File: src/rtl/core/fte_pkg.sv
`timescale 1ns / 1ps
// shared types and constants for the allocation table engine
// no dependencies; imported by every other file of the block

package fte_pkg;

	// width used for byte offsets and bounds checks (32-bit cluster times 4, plus headroom)
	localparam int unsigned OFFW = 35;

	// action codes
	localparam logic [3:0] ACT_READ  = 4'd0;
	localparam logic [3:0] ACT_WRITE = 4'd1;
	localparam logic [3:0] ACT_CHAIN = 4'd2;
	localparam logic [3:0] ACT_COUNT = 4'd3;
	localparam logic [3:0] ACT_FIND  = 4'd4;
	localparam logic [3:0] ACT_ALLOC = 4'd5;
	localparam logic [3:0] ACT_CLEAR = 4'd6;
	localparam logic [3:0] ACT_FRAG  = 4'd7;
	localparam logic [3:0] ACT_CHECK = 4'd8;

	// configuration register indexes
	localparam logic REG_FAT_BYTES_USED = 1'b0;
	localparam logic REG_CLUSTER_COUNT  = 1'b1;

	// packing thresholds and end marks
	localparam logic [18:0] KIND32_MIN = 19'h10000;
	localparam logic [18:0] KIND16_MIN = 19'h01000;
	localparam logic [31:0] EOF32      = 32'h0FFFFFF8;
	localparam logic [31:0] EOF16      = 32'h0000FFF8;
	localparam logic [31:0] EOF12      = 32'h00000FF8;
	localparam logic [31:0] EOFW32     = 32'h0FFFFFFF;
	localparam logic [31:0] EOFW16     = 32'h0000FFFF;
	localparam logic [31:0] EOFW12     = 32'h00000FFF;
	localparam logic [20:0] MAX_ALLOC  = 21'd65536;

	typedef enum logic [1:0] {
		K12,
		K16,
		K32
	} kind_t;

	typedef struct packed {
		logic [3:0]  action;
		logic [27:0] cluster;
		logic [31:0] entry_value;
		logic [20:0] limit;
	} req_t;

	typedef struct packed {
		logic        status;
		logic [31:0] result_value;
		logic [16:0] extra_count;
	} rsp_t;

	typedef enum logic [5:0] {
		S_CLR,
		S_IDLE,
		S_DISP,
		S_DONE,
		S_EOFF,
		S_ERD,
		S_ERDW,
		S_ENX,
		S_EWR,
		S_RD_FIN,
		S_WR_FIN,
		S_CL_CHK,
		S_CL_TST,
		S_CL_EOF,
		S_CF_CHK,
		S_CF_TST,
		S_FF_CHK,
		S_FF_TST,
		S_AL_CHK,
		S_AL_TST,
		S_AL_W0,
		S_AL_LOOP,
		S_AL_LINK,
		S_AL_R1,
		S_AL_U1,
		S_AL_W2,
		S_AL_R2,
		S_AL_U2,
		S_AL_NEXT,
		S_AL_END,
		S_AL_FIN,
		S_CC_CHK,
		S_CC_WR,
		S_CC_NX,
		S_FG_CHK,
		S_FG_RD,
		S_FG_NX,
		S_CK_CHK,
		S_CK_TST,
		S_CK_INC
	} fsm_t;

	typedef enum logic [4:0] {
		OP_NONE,
		OP_LOAD,
		OP_CUR2,
		OP_CUR_INC,
		OP_CUR_NX,
		OP_CUR_NX_CNT,
		OP_CUR_SCAN,
		OP_CNT_INC,
		OP_RES_INC,
		OP_EXTRA_INC,
		OP_RES_CNT,
		OP_RES_CUR,
		OP_RES_NX,
		OP_CF_STEP,
		OP_SET_ERR,
		OP_WR_STAT,
		OP_ACC_CUR_ZERO,
		OP_ACC_CUR_IN,
		OP_ACC_CUR_EOFW,
		OP_ACC_PREV_CUR,
		OP_ACC_PREV_EOFW,
		OP_OFF,
		OP_NX,
		OP_SCAN_UPD,
		OP_AL_START,
		OP_AL_FOUND,
		OP_AL_NEXT,
		OP_AL_DONE,
		OP_FRAG
	} dp_op_t;

	typedef struct packed {
		dp_op_t     op;
		logic       byte_rd;
		logic       byte_wr;
		logic [1:0] idx;
	} cmd_t;

	typedef struct packed {
		logic [3:0] action;
		kind_t      kind;
		logic       clr_busy;
		logic       inr;
		logic       cur_ge_cc;
		logic       cur_zero;
		logic       cur_ge_eof;
		logic       nx_zero;
		logic       nx_ge_eof;
		logic       nx_ge_cc;
		logic       cnt_ge_lim;
		logic       cnt_zero;
		logic       lim_bad;
	} dp_stat_t;

endpackage

File: src/rtl/core/fte_ctrl.sv
`timescale 1ns / 1ps
// controller: action sequencer with an entry access subroutine
// depends on fte_pkg; drives fte_dp through cmd_t

module fte_ctrl import fte_pkg::*; (
	input  logic     clk,
	input  logic     arst_n,
	input  logic     req_valid,
	output logic     req_ready,
	output logic     rsp_valid,
	input  logic     rsp_ready,
	input  dp_stat_t st,
	output cmd_t     cmd
);

	fsm_t       state_q, state_d, ret_q, ret_d;
	logic       wr_q, wr_d;
	logic [1:0] k_q, k_d;
	logic [1:0] k_last;

	assign k_last = (st.kind == K32) ? 2'd3 : 2'd1;

	always_ff @(posedge clk or negedge arst_n) begin
		if (!arst_n) begin
			state_q <= S_CLR;
			ret_q   <= S_IDLE;
			wr_q    <= 1'b0;
			k_q     <= '0;
		end else begin
			state_q <= state_d;
			ret_q   <= ret_d;
			wr_q    <= wr_d;
			k_q     <= k_d;
		end
	end

	// next state
	always_comb begin
		state_d = state_q;
		ret_d   = ret_q;
		wr_d    = wr_q;
		k_d     = k_q;
		case (state_q)
			S_CLR:  if (!st.clr_busy) state_d = S_IDLE;
			S_IDLE: if (req_valid) state_d = S_DISP;
			S_DISP: begin
				case (st.action)
					ACT_READ: begin
						state_d = S_EOFF; ret_d = S_RD_FIN; wr_d = 1'b0;
					end
					ACT_WRITE: begin
						state_d = S_EOFF; ret_d = S_WR_FIN; wr_d = 1'b1;
					end
					ACT_CHAIN: state_d = S_CL_CHK;
					ACT_COUNT: state_d = S_CF_CHK;
					ACT_FIND:  state_d = S_FF_CHK;
					ACT_ALLOC: state_d = st.lim_bad ? S_DONE : S_AL_CHK;
					ACT_CLEAR: state_d = S_CC_CHK;
					ACT_FRAG:  state_d = S_FG_CHK;
					ACT_CHECK: state_d = S_CK_CHK;
					default:   state_d = S_DONE;
				endcase
			end
			S_DONE: if (rsp_ready) state_d = S_IDLE;
			// entry access
			S_EOFF: begin
				k_d = '0;
				if (wr_q) begin
					if (!st.inr) begin
						state_d = ret_q;
					end else if (st.kind == K12) begin
						state_d = S_ERD;
					end else begin
						state_d = S_EWR;
					end
				end else begin
					state_d = S_ERD;
				end
			end
			S_ERD: begin
				if (k_q == k_last) begin
					state_d = S_ERDW;
				end else begin
					k_d = k_q + 2'd1;
				end
			end
			S_ERDW: begin
				k_d = '0;
				state_d = wr_q ? S_EWR : S_ENX;
			end
			S_ENX: state_d = ret_q;
			S_EWR: begin
				if (k_q == k_last) begin
					state_d = ret_q;
				end else begin
					k_d = k_q + 2'd1;
				end
			end
			S_RD_FIN: state_d = S_DONE;
			S_WR_FIN: state_d = S_DONE;
			// chain length
			S_CL_CHK: begin
				if (st.cnt_ge_lim) begin
					state_d = S_DONE;
				end else begin
					state_d = S_EOFF; ret_d = S_CL_TST; wr_d = 1'b0;
				end
			end
			S_CL_TST: state_d = st.nx_zero ? S_DONE : S_CL_EOF;
			S_CL_EOF: state_d = st.nx_ge_eof ? S_DONE : S_CL_CHK;
			// count free
			S_CF_CHK: begin
				if (st.cur_ge_cc) begin
					state_d = S_DONE;
				end else begin
					state_d = S_EOFF; ret_d = S_CF_TST; wr_d = 1'b0;
				end
			end
			S_CF_TST: state_d = S_CF_CHK;
			// find free
			S_FF_CHK: begin
				if (st.cur_ge_cc) begin
					state_d = S_DONE;
				end else begin
					state_d = S_EOFF; ret_d = S_FF_TST; wr_d = 1'b0;
				end
			end
			S_FF_TST: state_d = st.nx_zero ? S_DONE : S_FF_CHK;
			// allocate chain
			S_AL_CHK: begin
				if (st.cur_ge_cc) begin
					state_d = st.cnt_zero ? S_DONE : S_AL_END;
				end else begin
					state_d = S_EOFF; ret_d = S_AL_TST; wr_d = 1'b0;
				end
			end
			S_AL_TST: begin
				if (!st.nx_zero) begin
					state_d = S_AL_CHK;
				end else if (st.cnt_zero) begin
					state_d = S_AL_W0;
				end else begin
					state_d = S_AL_LINK;
				end
			end
			S_AL_W0: begin
				state_d = S_EOFF; ret_d = S_AL_LOOP; wr_d = 1'b1;
			end
			S_AL_LOOP: state_d = st.cnt_ge_lim ? S_AL_END : S_AL_CHK;
			S_AL_LINK: begin
				state_d = S_EOFF; ret_d = S_AL_R1; wr_d = 1'b1;
			end
			S_AL_R1: begin
				state_d = S_EOFF; ret_d = S_AL_U1; wr_d = 1'b0;
			end
			S_AL_U1: state_d = S_AL_W2;
			S_AL_W2: begin
				state_d = S_EOFF; ret_d = S_AL_R2; wr_d = 1'b1;
			end
			S_AL_R2: begin
				state_d = S_EOFF; ret_d = S_AL_U2; wr_d = 1'b0;
			end
			S_AL_U2:   state_d = S_AL_NEXT;
			S_AL_NEXT: state_d = S_AL_LOOP;
			S_AL_END: begin
				state_d = S_EOFF; ret_d = S_AL_FIN; wr_d = 1'b1;
			end
			S_AL_FIN: state_d = S_DONE;
			// clear chain
			S_CC_CHK: begin
				if (st.cur_zero || st.cur_ge_eof) begin
					state_d = S_DONE;
				end else begin
					state_d = S_EOFF; ret_d = S_CC_WR; wr_d = 1'b0;
				end
			end
			S_CC_WR: begin
				state_d = S_EOFF; ret_d = S_CC_NX; wr_d = 1'b1;
			end
			S_CC_NX: state_d = S_CC_CHK;
			// fragments
			S_FG_CHK: begin
				if (st.cnt_ge_lim || st.cur_zero || st.cur_ge_eof) begin
					state_d = S_DONE;
				end else begin
					state_d = S_FG_RD;
				end
			end
			S_FG_RD: begin
				state_d = S_EOFF; ret_d = S_FG_NX; wr_d = 1'b0;
			end
			S_FG_NX: state_d = S_FG_CHK;
			// check and repair
			S_CK_CHK: begin
				if (st.cur_ge_cc) begin
					state_d = S_DONE;
				end else begin
					state_d = S_EOFF; ret_d = S_CK_TST; wr_d = 1'b0;
				end
			end
			S_CK_TST: begin
				if (st.nx_zero || st.nx_ge_eof) begin
					state_d = S_CK_CHK;
				end else if (st.nx_ge_cc) begin
					state_d = S_EOFF; ret_d = S_CK_INC; wr_d = 1'b1;
				end else begin
					state_d = S_CK_INC;
				end
			end
			S_CK_INC: state_d = S_CK_CHK;
			default: state_d = S_IDLE;
		endcase
	end

	// outputs
	always_comb begin
		cmd.op      = OP_NONE;
		cmd.byte_rd = 1'b0;
		cmd.byte_wr = 1'b0;
		cmd.idx     = k_q;
		req_ready   = (state_q == S_IDLE);
		rsp_valid   = (state_q == S_DONE);
		case (state_q)
			S_IDLE: if (req_valid) cmd.op = OP_LOAD;
			S_DISP: begin
				case (st.action)
					ACT_READ:  cmd.op = OP_ACC_CUR_ZERO;
					ACT_WRITE: cmd.op = OP_ACC_CUR_IN;
					ACT_COUNT: cmd.op = OP_CUR2;
					ACT_FIND:  cmd.op = OP_CUR2;
					ACT_CHECK: cmd.op = OP_CUR2;
					ACT_ALLOC: cmd.op = st.lim_bad ? OP_SET_ERR : OP_CUR2;
					ACT_CHAIN: cmd.op = OP_NONE;
					ACT_CLEAR: cmd.op = OP_NONE;
					ACT_FRAG:  cmd.op = OP_NONE;
					default:   cmd.op = OP_SET_ERR;
				endcase
			end
			S_EOFF:   cmd.op = OP_OFF;
			S_ERD:    cmd.byte_rd = 1'b1;
			S_ENX:    cmd.op = OP_NX;
			S_EWR:    cmd.byte_wr = 1'b1;
			S_RD_FIN: cmd.op = OP_RES_NX;
			S_WR_FIN: cmd.op = OP_WR_STAT;
			S_CL_CHK: cmd.op = st.cnt_ge_lim ? OP_RES_CNT : OP_ACC_CUR_ZERO;
			S_CL_TST: cmd.op = st.nx_zero ? OP_SET_ERR : OP_CNT_INC;
			S_CL_EOF: cmd.op = st.nx_ge_eof ? OP_RES_CNT : OP_CUR_NX;
			S_CF_CHK: if (!st.cur_ge_cc) cmd.op = OP_ACC_CUR_ZERO;
			S_CF_TST: cmd.op = OP_CF_STEP;
			S_FF_CHK: cmd.op = st.cur_ge_cc ? OP_SET_ERR : OP_ACC_CUR_ZERO;
			S_FF_TST: cmd.op = st.nx_zero ? OP_RES_CUR : OP_CUR_INC;
			S_AL_CHK: begin
				if (st.cur_ge_cc) begin
					cmd.op = st.cnt_zero ? OP_SET_ERR : OP_NONE;
				end else begin
					cmd.op = OP_ACC_CUR_ZERO;
				end
			end
			S_AL_TST: begin
				if (!st.nx_zero) begin
					cmd.op = OP_CUR_INC;
				end else if (st.cnt_zero) begin
					cmd.op = OP_AL_START;
				end else begin
					cmd.op = OP_AL_FOUND;
				end
			end
			S_AL_W0:   cmd.op = OP_ACC_CUR_EOFW;
			S_AL_LOOP: if (!st.cnt_ge_lim) cmd.op = OP_CUR_SCAN;
			S_AL_LINK: cmd.op = OP_ACC_PREV_CUR;
			S_AL_U1:   cmd.op = OP_SCAN_UPD;
			S_AL_W2:   cmd.op = OP_ACC_CUR_EOFW;
			S_AL_U2:   cmd.op = OP_SCAN_UPD;
			S_AL_NEXT: cmd.op = OP_AL_NEXT;
			S_AL_END:  cmd.op = OP_ACC_PREV_EOFW;
			S_AL_FIN:  cmd.op = OP_AL_DONE;
			S_CC_CHK:  if (!(st.cur_zero || st.cur_ge_eof)) cmd.op = OP_ACC_CUR_ZERO;
			S_CC_NX:   cmd.op = OP_CUR_NX;
			S_FG_CHK: begin
				if (!(st.cnt_ge_lim || st.cur_zero || st.cur_ge_eof)) begin
					cmd.op = OP_FRAG;
				end
			end
			S_FG_RD:   cmd.op = OP_ACC_CUR_ZERO;
			S_FG_NX:   cmd.op = OP_CUR_NX_CNT;
			S_CK_CHK:  if (!st.cur_ge_cc) cmd.op = OP_ACC_CUR_ZERO;
			S_CK_TST: begin
				if (st.nx_zero || st.nx_ge_eof) begin
					cmd.op = OP_CUR_INC;
				end else if (st.nx_ge_cc) begin
					cmd.op = OP_RES_INC;
				end else begin
					cmd.op = OP_EXTRA_INC;
				end
			end
			S_CK_INC:  cmd.op = OP_CUR_INC;
			default: ;
		endcase
	end

	// no table access while the clearing pass owns the memory port
	a_no_access_in_clear: assert property (@(posedge clk) disable iff (!arst_n)
		(cmd.byte_rd || cmd.byte_wr) |-> !st.clr_busy)
		else $error("table access during clearing pass");

	// an accepted beat is dispatched on the next cycle
	a_accept_dispatch: assert property (@(posedge clk) disable iff (!arst_n)
		(req_valid && req_ready) |=> (state_q == S_DISP))
		else $error("accepted beat not dispatched");

	// nothing is accepted before the table is cleared
	a_ready_after_clear: assert property (@(posedge clk) disable iff (!arst_n)
		req_ready |-> !st.clr_busy)
		else $error("ready raised during clearing pass");

	// byte index stays within the entry width
	a_idx_in_entry: assert property (@(posedge clk) disable iff (!arst_n)
		(cmd.byte_rd || cmd.byte_wr) |-> (k_q <= k_last))
		else $error("byte index past entry width");

endmodule

File: config.mk
export PLATFORM = sky130hd
export DESIGN_NAME = fte_ctrl
export DESIGN_NICKNAME = d
export VERILOG_FILES = /design/src/rtl/core/fte_pkg.sv /design/src/rtl/core/fte_ctrl.sv
export SDC_FILE = /design/constraint.sdc
export NUM_CORES = 1
export LEC_CHECK = 0
export BUFFER_PORTS_ARGS = -buffer_cell sky130_fd_sc_hd__buf_2
export CORE_ASPECT_RATIO = 0.75
export CORE_MARGIN = 10
export CORE_UTILIZATION = 55
export CTS_BUF_LIST = sky130_fd_sc_hd__clkbuf_8
export DETAILED_ROUTE_END_ITERATION = 16
export PLACE_DENSITY = 0.85
export SLEW_MARGIN = 20
export SYNTH_ARGS = -nofsm -noshare
export SYNTH_HDL_FRONTEND = slang
export SYNTH_SLANG_ARGS = --single-unit
File: constraint.sdc
create_clock -name clk -period 3.9 [get_ports clk]
set_input_delay 0.39 -clock clk [delete_from_list [all_inputs] [get_ports clk]]
set_output_delay 0.39 -clock clk [all_outputs]
set_load 0.02 [all_outputs]
Yosys cells after proc, flatten, opt, wreduce, memory -nomap -nowiden

Cells that the tools add are included.

Order comparisons: 0
Muxes and demuxes: 67
Bitwise logic cells: 0
Add/subtract/negate cells: 1
Equal/unequal tests: 65
Multipliers: 0
Divide/modulo/power cells: 0
Reduce and logical (&&, ||, !) cells: 28
Shift-type cells: 0

Operators with widths:

| cell                                                 | number |
|---|---|
| one-hot mux 6 bit (29 select lines)                  | 1 |
| one-hot mux 5 bit (29 select lines)                  | 1 |
| 2-to-1 mux 6 bit                                     | 18 |
| equality test 6 x 5 -> 1 bit (second input constant) | 16 |
| one-hot mux 6 bit (16 select lines)                  | 1 |
| 2-to-1 mux 5 bit                                     | 11 |
| equality test 6 x 4 -> 1 bit (second input constant) | 8 |
| equality test 6 bit (second input constant)          | 8 |
| one-hot mux 6 bit (8 select lines)                   | 1 |
| 2-to-1 mux 4 bit                                     | 11 |
| inequality test 2 bit (second input constant)        | 14 |
| one-hot mux 5 bit (5 select lines)                   | 1 |
| equality test 6 x 3 -> 1 bit (second input constant) | 4 |
| equality test 4 x 3 -> 1 bit (second input constant) | 4 |
| nonzero test 16 bit                                  | 1 |
| 2-to-1 mux 3 bit                                     | 5 |
| OR reduction 3 bit                                   | 5 |
| equality test 6 x 2 -> 1 bit (second input constant) | 2 |
| one-hot mux 6 bit (2 select lines)                   | 1 |
| OR reduction 2 bit                                   | 6 |
| 2-to-1 mux 1 bit                                     | 10 |
| AND reduction 10 bit                                 | 1 |
| equality test 4 x 2 -> 1 bit (second input constant) | 2 |
| OR reduction 8 bit                                   | 1 |
| 23 further kinds                                     | 28 |

Latch bits: 0
Word-level logic and storage cells: 165
Output and inout port bits: 11
Memory bits (writable): 0
Flip-flop bits (word level): 15
Memories kept: 0
ROM bits: 0
Bits of input ports: 21

Logic depth before layout (Yosys ltp)

Depth after elaboration: 5
Mapped depth: 9
Gate-level depth less buffers: 6

Worst setup path after synthesis

OpenSTA, ideal clock, no wires.

Path kind: register -> output
Start point: register state_q[2]
End point: output cmd[4] (netlist name)
Path slack: 1731 ps
Required time: 3510 ps
Stages on the path, launching flop included: 7
Data arrival time: 1779 ps
Path through: dfrtp_1 -> buf_6 -> nor2_1 -> nand2_1 -> nor2_1 -> a22oi_1 -> nand4_1

RTL lines:

| item                     | line           | text |
|---|---|---|
| start: declaration       | fte_ctrl.sv:16 | `fsm_t state_q, state_d, ret_q, ret_d;` |
| start signal: assignment | fte_ctrl.sv:30 | `state_q <= state_d;` |
| end: declaration         | fte_ctrl.sv:13 | `output cmd_t cmd` |

==> metrics.txt <==
Synth Register Bits 15; Worst slew margin 34.46%; Hold-fix buffers, CTS 0; Util after Layout 60.84%; worst hold path class in -> async; Fmax achieved 0.3029 GHz; max incr delay on CP 0.99 ns; CP required 3.51 ns; via count 2,916; worst slew pin tran 0.9830 ns; synthesis-to-layout area growth 3.568%; CTS H-tree depth 1; Max Used Layer met4; outcome finished, final reports clean; routed wl met3 1416 microns; Synth area leader dfrtp_1; top-area cell type share of the netlist area 14.27%; commonest cells in the netlist 29 x nand2_1, 29 x nor2_1, 27 x o21ai_0, 25 x a21oi_1, 18 x nor3_1; post-CTS setup buffer count 0; synth warn 0; M1 WL 3678 microns; Top Family by Delay on Critical Path flip-flops; clk_lat worst skew 0.25 ns; via/cell ratio 7.236; final setup vio count 0; drt drc 0; CP Launch Type flip-flop; period utilization 84.64%; sw frac 55.58%; Port Buffer Count 31; post-synthesis cell count 341; hpwl dp 6748 microns; chip width 97.15 microns; Setup TNS 0 ns; Initial DRT Pass Iterations 10; Clock Root Buffer clkbuf_8; I/O Pins 32; async set-reset flop share out of synthesis 100.0%; Psw 0.7548 mW; critical path class reg -> out; TritonCTS Sinks 15; Worst Path Buf+Inv 1; clock power share 9.4%; Nets 370; Reg area 376.6 sq um; Worst Path Arrival 2.91 ns; Site Rows 20; CTS Buffer Depth 2; Initial Util 58.74%; Final Skew 0.004247 ns; worst vdd ir 0.4532 mV; Logic pwr share 66.8%; Diodes inserted 0; dpl cells 399; first-pass GRT wire length 14,140 microns; initial antenna violation count 0; part of the power in registers 23.8%; final max-slew violation count 0; Routed Antenna Nets 0; Clock transition at path regs 0.06 ns; Num CTS Buffers 3; fillers 396; pin count of the biggest net entering global routing 32; PostCTS Resize Cnt 0; fin cells 403; core area 0.004179 sq mm; Post-synth EDFFs 0; initial detailed-routing violation count 765; critical path cell sequence nor2_1, nand3_1, a21oi_1, a311oi_1, o2111ai_1, buf_2; Routed WL per cell 22.66 microns; die footprint 0.007563 sq mm; Fin. Hold Viols 0; Tot GR Track Use 22.18%; Power Density 534.2 mW/mm^2; register area share after synthesis 15.34%; multi-input logic area 0.001824 sq mm; fraction of layout cells with a size suffix above 1 18.39%; largest cells by area after synthesis dfrtp_1 14%, o21ai_0 5.5%, a21oi_1 5.1%, nand2_1 4.4%, nor2_1 4.4%; post-synth cell types 73; TritonCTS clock tree built; CP endpoint kind output pin; Max Cap Viol 0; gpl congestion 1.087; metal2 WL 3752 microns; Pint 0.6033 mW; leak pwr 1.004 nW; fin crit period 3.301 ns; Mapped Nets 362; vias in the first global route 2,629; Avg Cell Area, Syn 7.199 sq um; Synth Flop Type dfrtp_1; Netlist Area Pre-Place 0.002455 sq mm; RSZ-0062 raised after global routing no; Slowest-stage cell, CP dfrtp_1; wirelength, routed 9131 microns; Overflow after GRT 0; crit-path max FO 31; Die Y 77.86 microns
per-layer routing:
| layer | global-route usage (%) | up-vias |
|---|---|---|
| met5 | 0 | - |
| met4 | 6.324 | 0 |
| met3 | 8.938 | 51 |
| met2 | 32.27 | 277 |
| met1 | 29.25 | 1284 |
| li1 | - | 1304 |
layout by cell type (no fill, tap or decap), types with 4 or more instances in the layout:
cell type / count
buf_4: 5
mux2i_1: 4
nand3_1: 13
a21oi_1: 25
nand4_1: 7
nand2_1: 29
nor2_1: 29
buf_2: 31
o21ai_0: 27
nor3b_1: 5
nor3_1: 18
dfrtp_1: 14
inv_1: 9
o22ai_1: 10
a31oi_1: 6
nor2b_1: 7
mux2_2: 5
nor4_1: 4
nand3b_1: 4
and3_1: 4
nand2b_1: 8
kinds of logic after synthesis:
kind of cell | Yosys count | share of synthesized area (%)
adders and majority gates | 2 | 0.8155
AOI/OAI and AO/OA | 114 | 31.91
xor gates and xnor gates | 6 | 2.447
muxes | 9 | 3.924
and+or+nand+nor | 153 | 35.22
buffers and inverters | 42 | 10.35
DFF | 15 | 15.34
layout make-up:
cell class,count,area share (%)
Clock buffer,3,1.624
Timing Repair Buffer,36,7.579
Sequential cell,15,14.81
Inverter,9,1.329
Multi-Input combinational cell,284,71.75
Clock inverter,1,0.1969
Tap cell,55,2.707
sequential cells by signal, summed over array words and instances, names as in the netlist:
name and count:
k_q 2, ret_q 6, state_q 6, wr_q 1
power groups by stage:
stage / Combinational, mW / Clock, mW / Sequential [mW]
floorplan: 0.750 / 0 / 0.250
CTS: 0.877 / 0.131 / 0.317
detailed placement: 0.873 / 0 / 0.320
global route: 0.960 / 0.138 / 0.331
global placement: 0.884 / 0 / 0.319
finish: 0.907 / 0.128 / 0.323
per-stage QoR:
stage	hold WS (ns)	area, sq um	setup slack, ns	total power, mW
after global placement	0.3092	2496	0.8754	1.204
after CTS	0.03873	2542	0.7808	1.324
after floorplan	0.09441	2455	1.731	0.9994
after detailed placement	0.3084	2496	1.055	1.193
after global routing	0.04176	2542	0.4646	1.429
final	0.02443	2542	0.5989	1.358
path summary, 6_finish.rpt:
| kind | startpoint | endpoint | slack (ns) | cells after the start |
|---|---|---|---|---|
| max | state_q[2] | cmd[8] | 0.60 | 6 |
| min | arst_n | ret_q[3] | 0.02 | 1 |
| max reg2reg | state_q[2] | ret_q[4] | 0.94 | 6 |
| min reg2reg | ret_q[2] | ret_q[2] | 0.52 | 1 |
| max in group asynchronous | arst_n | ret_q[0] | 3.58 | 1 |
| min in group clk | ret_q[2] | ret_q[2] | 0.52 | 1 |
No activity file was read; power rests on OpenSTA's default activity.
